[src/rtl/cbm_pkg.sv]
// ----------------------------------------------------------------------------
// cbm_pkg
// Types, codes and constants shared by the bank mapper controller, datapath
// and top level.
// ----------------------------------------------------------------------------
package cbm_pkg;

	localparam logic [15:0] CHR_LO        = 16'hA000;
	localparam logic [15:0] CHR_HI        = 16'hDFFF;
	localparam logic [15:0] DECODE_MASK   = 16'hF010;
	localparam logic [15:0] SND_DATA_ADDR = 16'h9030;
	localparam logic [15:0] PRG_LOW_ADDR  = 16'h8000;
	localparam logic [15:0] PRG_MID_ADDR  = 16'h8010;
	localparam logic [15:0] PRG_HIGH_ADDR = 16'h9000;
	localparam logic [15:0] SND_IDX_ADDR  = 16'h9010;
	localparam logic [15:0] MIRROR_ADDR   = 16'hE000;
	localparam logic [15:0] IRQ_LATCH_ADDR = 16'hE010;
	localparam logic [15:0] IRQ_CTRL_ADDR = 16'hF000;
	localparam logic [15:0] IRQ_ACK_ADDR  = 16'hF010;

	localparam int          ACC_W          = 11;
	localparam logic [10:0] PRESCALE_PERIOD = 11'd339;

	localparam logic KIND_WRITE = 1'b0;
	localparam logic KIND_TICK  = 1'b1;

	typedef struct packed {
		logic        kind;
		logic [15:0] address;
		logic [7:0]  data;
		logic [7:0]  cycles;
	} in_item_t;

	typedef struct packed {
		logic [1:0] irq_pulses;
		logic [7:0] prg_bank_low;
		logic [7:0] prg_bank_mid;
		logic [7:0] prg_bank_high;
		logic [1:0] mirror_mode;
		logic       chr_write_valid;
		logic [2:0] chr_slot;
		logic [7:0] chr_bank;
		logic       sound_write_valid;
		logic [7:0] sound_reg;
		logic [7:0] sound_data;
	} out_item_t;

	typedef enum logic [0:0] {
		ST_IDLE,
		ST_RUN
	} ctrl_state_t;

	typedef struct packed {
		logic load;
		logic step;
		logic finish;
	} dp_cmd_t;

	typedef struct packed {
		logic step_pending;
	} dp_status_t;

endpackage

[src/rtl/cartridge_bank_mapper_cycle_irq.sv]
// ----------------------------------------------------------------------------
// cartridge_bank_mapper_cycle_irq
// Cartridge bank mapper with a cycle-driven IRQ counter.
// The result goes to the output register once the transaction is done; a tick
//   with the IRQ enabled first runs its counter steps, at most three.
// One transaction at a time: in_stall stays high until the result is handed
//   on. The single prescaler subtract/step unit runs one step a cycle.
// Reset: asynchronous, clears all mapper and IRQ state; sound enable resets set.
// ----------------------------------------------------------------------------
module cartridge_bank_mapper_cycle_irq (
	input  logic               clk,
	input  logic               arst_n,
	input  logic               cfg_wr_en,
	input  logic               cfg_wr_data,
	input  logic               in_valid,
	output logic               in_stall,
	input  cbm_pkg::in_item_t  in_item,
	output logic               out_valid,
	input  logic               out_stall,
	output cbm_pkg::out_item_t out_item
);
	import cbm_pkg::*;

	dp_cmd_t    cmd;
	dp_status_t status;

	cbm_ctrl u_ctrl (
		.clk       (clk),
		.arst_n    (arst_n),
		.in_valid  (in_valid),
		.in_stall  (in_stall),
		.out_valid (out_valid),
		.out_stall (out_stall),
		.cmd       (cmd),
		.status    (status)
	);

	cbm_dpath u_dpath (
		.clk         (clk),
		.arst_n      (arst_n),
		.cfg_wr_en   (cfg_wr_en),
		.cfg_wr_data (cfg_wr_data),
		.in_item     (in_item),
		.cmd         (cmd),
		.status      (status),
		.out_item    (out_item)
	);

endmodule

[src/rtl/cbm_ctrl.sv]
// ----------------------------------------------------------------------------
// cbm_ctrl
// Sequencer: takes a transaction, runs the prescaler steps one a cycle, then
// hands the result to the output register when it is free.
// ----------------------------------------------------------------------------
module cbm_ctrl (
	input  logic                clk,
	input  logic                arst_n,
	input  logic                in_valid,
	output logic                in_stall,
	output logic                out_valid,
	input  logic                out_stall,
	output cbm_pkg::dp_cmd_t    cmd,
	input  cbm_pkg::dp_status_t status
);
	import cbm_pkg::*;

	ctrl_state_t state_q;
	ctrl_state_t state_d;
	logic        out_valid_q;
	logic        out_free;

	assign out_free  = !out_valid_q || !out_stall;
	assign out_valid = out_valid_q;

	always_ff @(posedge clk or negedge arst_n) begin
		if (!arst_n) begin
			state_q     <= ST_IDLE;
			out_valid_q <= 1'b0;
		end else begin
			state_q <= state_d;
			if (cmd.finish) begin
				out_valid_q <= 1'b1;
			end else if (!out_stall) begin
				out_valid_q <= 1'b0;
			end
		end
	end

	always_comb begin
		state_d    = state_q;
		in_stall   = 1'b1;
		cmd        = '0;
		unique case (state_q)
			ST_IDLE: begin
				in_stall = 1'b0;
				if (in_valid) begin
					cmd.load = 1'b1;
					state_d  = ST_RUN;
				end
			end
			ST_RUN: begin
				if (status.step_pending) begin
					cmd.step = 1'b1;
				end else if (out_free) begin
					cmd.finish = 1'b1;
					state_d    = ST_IDLE;
				end
			end
			default: state_d = ST_IDLE;
		endcase
	end

endmodule

[src/rtl/cbm_dpath.sv]
// ----------------------------------------------------------------------------
// cbm_dpath
// Mapper registers, address decode, IRQ prescaler/counter and the output
// register.
// ----------------------------------------------------------------------------
module cbm_dpath (
	input  logic                clk,
	input  logic                arst_n,
	input  logic                cfg_wr_en,
	input  logic                cfg_wr_data,
	input  cbm_pkg::in_item_t   in_item,
	input  cbm_pkg::dp_cmd_t    cmd,
	output cbm_pkg::dp_status_t status,
	output cbm_pkg::out_item_t  out_item
);
	import cbm_pkg::*;

	// architectural state
	logic [7:0] prg_low_q, prg_mid_q, prg_high_q;
	logic [1:0] mirror_q;
	logic [7:0] snd_idx_q;
	logic [7:0] irq_latch_q;
	logic [7:0] irq_counter_q;
	logic       irq_en_q;
	logic       irq_en_ack_q;
	logic [8:0] prescaler_q;
	logic       snd_en_q;

	// current transaction
	logic             kind_q;
	logic [15:0]      addr_q;
	logic [7:0]       data_q;
	logic [ACC_W-1:0] acc_q;
	logic [1:0]       pulses_q;

	out_item_t out_q;

	// decode
	logic [15:0] m;
	logic [15:0] chr_off;
	logic        is_write, is_chr, is_snd;
	logic [7:0]  prg_low_d, prg_mid_d, prg_high_d, snd_idx_d, irq_latch_d, irq_counter_d;
	logic [1:0]  mirror_d;
	logic        irq_en_d, irq_en_ack_d;
	logic [8:0]  prescaler_d;
	logic        tick_active;
	logic [ACC_W-1:0] acc_init;

	assign tick_active         = (kind_q == KIND_TICK) && irq_en_q;
	assign status.step_pending = tick_active && (acc_q >= PRESCALE_PERIOD);

	assign acc_init = {2'b00, prescaler_q} + {3'b000, in_item.cycles}
		+ {2'b00, in_item.cycles, 1'b0};

	assign m        = addr_q & DECODE_MASK;
	assign chr_off  = m - CHR_LO;
	assign is_write = (kind_q == KIND_WRITE);
	assign is_chr   = is_write && (addr_q >= CHR_LO) && (addr_q <= CHR_HI);
	assign is_snd   = is_write && !is_chr && (addr_q == SND_DATA_ADDR);

	always_comb begin
		prg_low_d     = prg_low_q;
		prg_mid_d     = prg_mid_q;
		prg_high_d    = prg_high_q;
		snd_idx_d     = snd_idx_q;
		mirror_d      = mirror_q;
		irq_latch_d   = irq_latch_q;
		irq_counter_d = irq_counter_q;
		irq_en_d      = irq_en_q;
		irq_en_ack_d  = irq_en_ack_q;
		prescaler_d   = prescaler_q;
		if (tick_active) begin
			prescaler_d = acc_q[8:0];
		end
		if (is_write && !is_chr && !is_snd) begin
			unique case (m)
				PRG_LOW_ADDR:   prg_low_d   = data_q;
				PRG_MID_ADDR:   prg_mid_d   = data_q;
				PRG_HIGH_ADDR:  prg_high_d  = data_q;
				SND_IDX_ADDR:   snd_idx_d   = data_q;
				MIRROR_ADDR:    mirror_d    = data_q[1:0];
				IRQ_LATCH_ADDR: irq_latch_d = data_q;
				IRQ_CTRL_ADDR: begin
					irq_en_d     = data_q[1];
					irq_en_ack_d = data_q[0];
					if (data_q[1]) begin
						irq_counter_d = irq_latch_q;
						prescaler_d   = '0;
					end
				end
				IRQ_ACK_ADDR:   irq_en_d = irq_en_ack_q;
				default: ;
			endcase
		end
	end

	always_ff @(posedge clk or negedge arst_n) begin
		if (!arst_n) begin
			prg_low_q     <= '0;
			prg_mid_q     <= '0;
			prg_high_q    <= '0;
			mirror_q      <= '0;
			snd_idx_q     <= '0;
			irq_latch_q   <= '0;
			irq_counter_q <= '0;
			irq_en_q      <= 1'b0;
			irq_en_ack_q  <= 1'b0;
			prescaler_q   <= '0;
			snd_en_q      <= 1'b1;
		end else begin
			if (cfg_wr_en) begin
				snd_en_q <= cfg_wr_data;
			end
			if (cmd.step) begin
				if (irq_counter_q == 8'hFF) begin
					irq_counter_q <= irq_latch_q;
				end else begin
					irq_counter_q <= irq_counter_q + 8'd1;
				end
			end else if (cmd.finish) begin
				prg_low_q     <= prg_low_d;
				prg_mid_q     <= prg_mid_d;
				prg_high_q    <= prg_high_d;
				mirror_q      <= mirror_d;
				snd_idx_q     <= snd_idx_d;
				irq_latch_q   <= irq_latch_d;
				irq_counter_q <= irq_counter_d;
				irq_en_q      <= irq_en_d;
				irq_en_ack_q  <= irq_en_ack_d;
				prescaler_q   <= prescaler_d;
			end
		end
	end

	always_ff @(posedge clk) begin
		if (cmd.load) begin
			kind_q   <= in_item.kind;
			addr_q   <= in_item.address | {11'b0, in_item.address[3], 4'b0};
			data_q   <= in_item.data;
			acc_q    <= acc_init;
			pulses_q <= '0;
		end else if (cmd.step) begin
			acc_q <= acc_q - PRESCALE_PERIOD;
			if (irq_counter_q == 8'hFF) begin
				pulses_q <= pulses_q + 2'd1;
			end
		end
		if (cmd.finish) begin
			out_q.irq_pulses        <= pulses_q;
			out_q.prg_bank_low      <= prg_low_d;
			out_q.prg_bank_mid      <= prg_mid_d;
			out_q.prg_bank_high     <= prg_high_d;
			out_q.mirror_mode       <= mirror_d;
			out_q.chr_write_valid   <= is_chr;
			out_q.chr_slot          <= is_chr ? (chr_off[13:11] | {2'b00, m[4]}) : 3'd0;
			out_q.chr_bank          <= is_chr ? data_q : 8'd0;
			out_q.sound_write_valid <= is_snd && snd_en_q;
			out_q.sound_reg         <= (is_snd && snd_en_q) ? snd_idx_q : 8'd0;
			out_q.sound_data        <= (is_snd && snd_en_q) ? data_q : 8'd0;
		end
	end

	assign out_item = out_q;

endmodule

[config.mk]
export PLATFORM = sky130hd
export DESIGN_NAME = cartridge_bank_mapper_cycle_irq
export DESIGN_NICKNAME = d
export VERILOG_FILES = /design/src/rtl/cbm_pkg.sv /design/src/rtl/cartridge_bank_mapper_cycle_irq.sv /design/src/rtl/cbm_ctrl.sv /design/src/rtl/cbm_dpath.sv
export SDC_FILE = /design/constraint.sdc
export NUM_CORES = 1
export LEC_CHECK = 0
export ABC_CLOCK_PERIOD_IN_PS = 7200
export BUFFER_PORTS_ARGS = -buffer_cell sky130_fd_sc_hd__buf_2
export CORE_AREA = 2 2 115 117
export CTS_CLUSTER_DIAMETER = 150
export DETAILED_ROUTE_END_ITERATION = 7
export DIE_AREA = 0 0 117 119
export PLACE_DENSITY = 0.78
export SETUP_SLACK_MARGIN = 0.05
export SLEW_MARGIN = 20
export SYNTH_ARGS = -nofsm -noshare
export SYNTH_HDL_FRONTEND = slang
export SYNTH_HIERARCHICAL = 1
export SYNTH_SLANG_ARGS = --single-unit
[constraint.sdc]
create_clock -name clk -period 7.2 [get_ports clk]
set_input_delay 0 -clock clk [delete_from_list [all_inputs] [get_ports clk]]
set_output_delay 0 -clock clk [all_outputs]
set_load 0.005 [all_outputs]
==> out/metrics.cfg <==
[timing]
max-slew-margin-rel_pct=31.8
final.period_utilization_pct=54.6
fmax_mhz=254
final.setup.tns_ns=0
rsz0062_at_grt=no
max_slew.worst_pin.slew_ns=1.02
finalHoldWorstSlack_ns=0.0222
finalHoldViolCount=0
min_period_ns=3.93
fin_worst_skew_ns=0.00643
final_setup_violations=0
slew_limit_fails=0

[drt]
route.antenna.remaining_nets=0
route.vias.total=4388
drc=0
route.detailed.wl_per_inst_um=16.6
viasPerCell=5.41
first_iter_violations=272
routed_wirelength_mm=13.5
detailedRoute.firstPassIterationCount=7

[finish]
fin_cells=811
fin_util_pct=67.0
n_antenna_cell=0
areaGrowthSynthToFinish_pct=21.7
finish.net_count=681
final_layout_size_suffix_gt1_share_pct=34.2

[critical_path]
regToRegEndpoint=u_dpath/irq_latch_q[3]
critical_path.endpoint_type=flop
worst_ep_required_time_ns=7.50
critical_path.max_fanout=59
reg2reg_launch_point=u_dpath/acc_q[0]
reg2reg_slack_ns=3.27
worst_setup_path_start_kind=flop
critPathArrivalTime_ns=4.23
worst-setup-path-type=reg -> reg
reg2reg_depth=10

[synthesis]
synth.yosys.seq_area_share_pct=62.6
syn-num-nets=558
synth_warnings=6
cell_type_contributing_the_most_total_cell_area_after_synthesis=sky130_fd_sc_hd__edfxtp_1
synth_async_sr_flop_share_pct=40.3
synth_top_flop_cell=sky130_fd_sc_hd__edfxtp_1
yosysMostFrequentCell=sky130_fd_sc_hd__edfxtp_1
syn-cell-area_mm2=0.00709
synth.top_cells.by_area=sky130_fd_sc_hd__edfxtp_1 (39%), sky130_fd_sc_hd__dfrtp_1 (22%), sky130_fd_sc_hd__mux2_2 (12%)
synthDominantCellAreaShare_pct=39.4
synth_enable_flop_cells=93
synthesis.instances=499
yosys_register_bits=159
netlist_top_cells_count=sky130_fd_sc_hd__edfxtp_1 (93), sky130_fd_sc_hd__mux2_2 (74), sky130_fd_sc_hd__dfrtp_1 (63)
library_cells_used_by_synthesis=59
post_synthesis_area_per_instance_um2=14.2

[placed_design]
placedCellCount=748
io_buffer_count=97
dp.final_hpwl_mm=8.88
place_congestion=0.923

[die]
floorplan.io_pins=98
initial_utilization_pct=55.0
dieHeight_um=119
die-width_um=117
std_cell_rows=42
fp.coreArea_mm2=0.0129
die_area_mm2=0.0139

[global_route]
number_of_global_route_vias_before_repair=4398
grt_max_degree=65
grt_first_pass_wirelength_mm=21.7
grt_overflow_total=0
grt_antenna_before_repair=0
global_route.usage.total_pct=20.6

[worst_hold_path]
holdPathEnd=u_dpath/acc_q[0]
worstHoldPathType=in -> reg
worst_hold_path_stage_count=4
worstHoldStart=in_item[0]

[cts]
cts_made_buffers=17
clkSinkCount=159
clock_tree.htree_level_count=4
cts.path.max_buffers=2
tritoncts=built
insertion_delay_ns=0.41
cts_root_buf=sky130_fd_sc_hd__clkbuf_16
cts.reportedPaths.clkPinSlew_ns=0.06

[job]
maxCapViolCount=0

[pwr]
power.density_cell_area_mw_per_mm2=379
vdd.ir_drop.worst_uv=225
power_leakage_nw=3.72
fin_total_pwr_mw=3.27

[status]
result_of_the_run=complete, no violations

area by class of cell:
type / instances / area (um^2)
Timing Repair Buffer: 130 / 811
Inverter: 7 / 26.3
Clock inverter: 15 / 174
Clock buffer: 17 / 425
Multi-Input combinational cell: 307 / 2530
Fill cell: 886 / 4250
Sequential cell: 159 / 4440
Tap cell: 176 / 220
timing repair:
| item | 4_1_cts | 5_1_grt |
|---|---|---|
| hold endpoints to repair | 91 | 0 |
| setup endpoints to repair | 0 | 0 |
| gates resized for setup | 0 | 0 |
| setup buffers | 0 | 0 |
| hold buffers | 31 | 0 |
worst max-delay path: stages, from the launching register on:
cell	delay [ns]
sky130_fd_sc_hd__edfxtp_1	0.46
sky130_fd_sc_hd__a211o_1	0.34
sky130_fd_sc_hd__and2_1	0.19
sky130_fd_sc_hd__o31ai_1	0.23
sky130_fd_sc_hd__a311oi_1	0.15
sky130_fd_sc_hd__nand2b_1	0.22
sky130_fd_sc_hd__a21oi_4	0.13
sky130_fd_sc_hd__buf_4	0.60
sky130_fd_sc_hd__nor2b_1	0.59
sky130_fd_sc_hd__and4b_1	0.51
sky130_fd_sc_hd__mux2_2	0.39
layout by cell type (no fill, tap or decap), drive strengths merged, types with 16 or more instances in the layout:
cell type    synthesis  layout
a21oi               16      16
mux2                74      74
buf                 14      99
clkbuf              12      17
edfxtp              93      93
and2                29      29
dlygate4sd3          0      31
nor2                22      22
nand2               19      19
nand3               17      17
dfrtp               63      63
cell families after synthesis:
group / count (synthesis) / share of synthesized area (%)
flops: 159 / 62.6
simple gates: 122 / 9.87
mux: 84 / 13.2
compound gates: 65 / 6.13
buf+inv: 33 / 1.87
fa+ha+maj: 20 / 4.38
xor+xnor: 16 / 1.98
flip-flops by register name, indices dropped and copies added, names as in the netlist:
register / cells
u_dpath/prg_low_q: 8
u_dpath/addr_q: 16
u_dpath/kind_q: 1
u_dpath/irq_counter_q: 8
u_dpath/snd_idx_q: 8
u_dpath/prg_high_q: 8
u_dpath/acc_q: 11
u_dpath/pulses_q: 2
u_dpath/snd_en_q: 1
u_dpath/out_item: 57
u_dpath/prescaler_q: 9
u_dpath/data_q: 8
u_dpath/irq_latch_q: 8
u_ctrl/state_q: 1
u_dpath/mirror_q: 2
u_dpath/irq_en_q: 1
u_ctrl/out_valid: 1
u_dpath/prg_mid_q: 8
u_dpath/irq_en_ack_q: 1
worst max-delay path by stage:
stage / from / to / slack (ns) / cells past startpoint
detailed placement: u_dpath/acc_q[0] / u_dpath/irq_latch_q[5] / 3.28 / 10
finish: u_dpath/acc_q[0] / u_dpath/irq_latch_q[3] / 3.27 / 10
global route: u_dpath/acc_q[3] / u_dpath/snd_idx_q[1] / 2.95 / 11
CTS: u_dpath/acc_q[0] / u_dpath/irq_latch_q[3] / 3.24 / 10
floorplan: u_dpath/acc_q[2] / u_dpath/irq_counter_q[0] / 1.22 / 11
global placement: u_dpath/acc_q[0] / u_dpath/irq_latch_q[5] / 3.34 / 10
routing by layer:
metal	track usage, %	part of all wire [%]	vias up
li1	-	-	2094
met1	26.5	43	2150
met4	6.62	1.1	0
met3	4.17	3.8	13
met2	34.8	52	131
met5	0	0	-
where the power goes:
group	switching, mW	internal (mW)
combinational	0.418	0.402
clock	0.374	0.522
sequential	0.208	1.34
total	1.00	2.27
stage by stage:
step	area [um^2]	setup slack [ns]
4_1_cts	8620	3.24
6_report	8630	3.27
3_5_place_dp	7710	3.28
5_1_grt	8630	2.95
2_1_floorplan	7090	1.22
3_3_place_gp	7710	3.34
(Power assumes the default switching activity.)
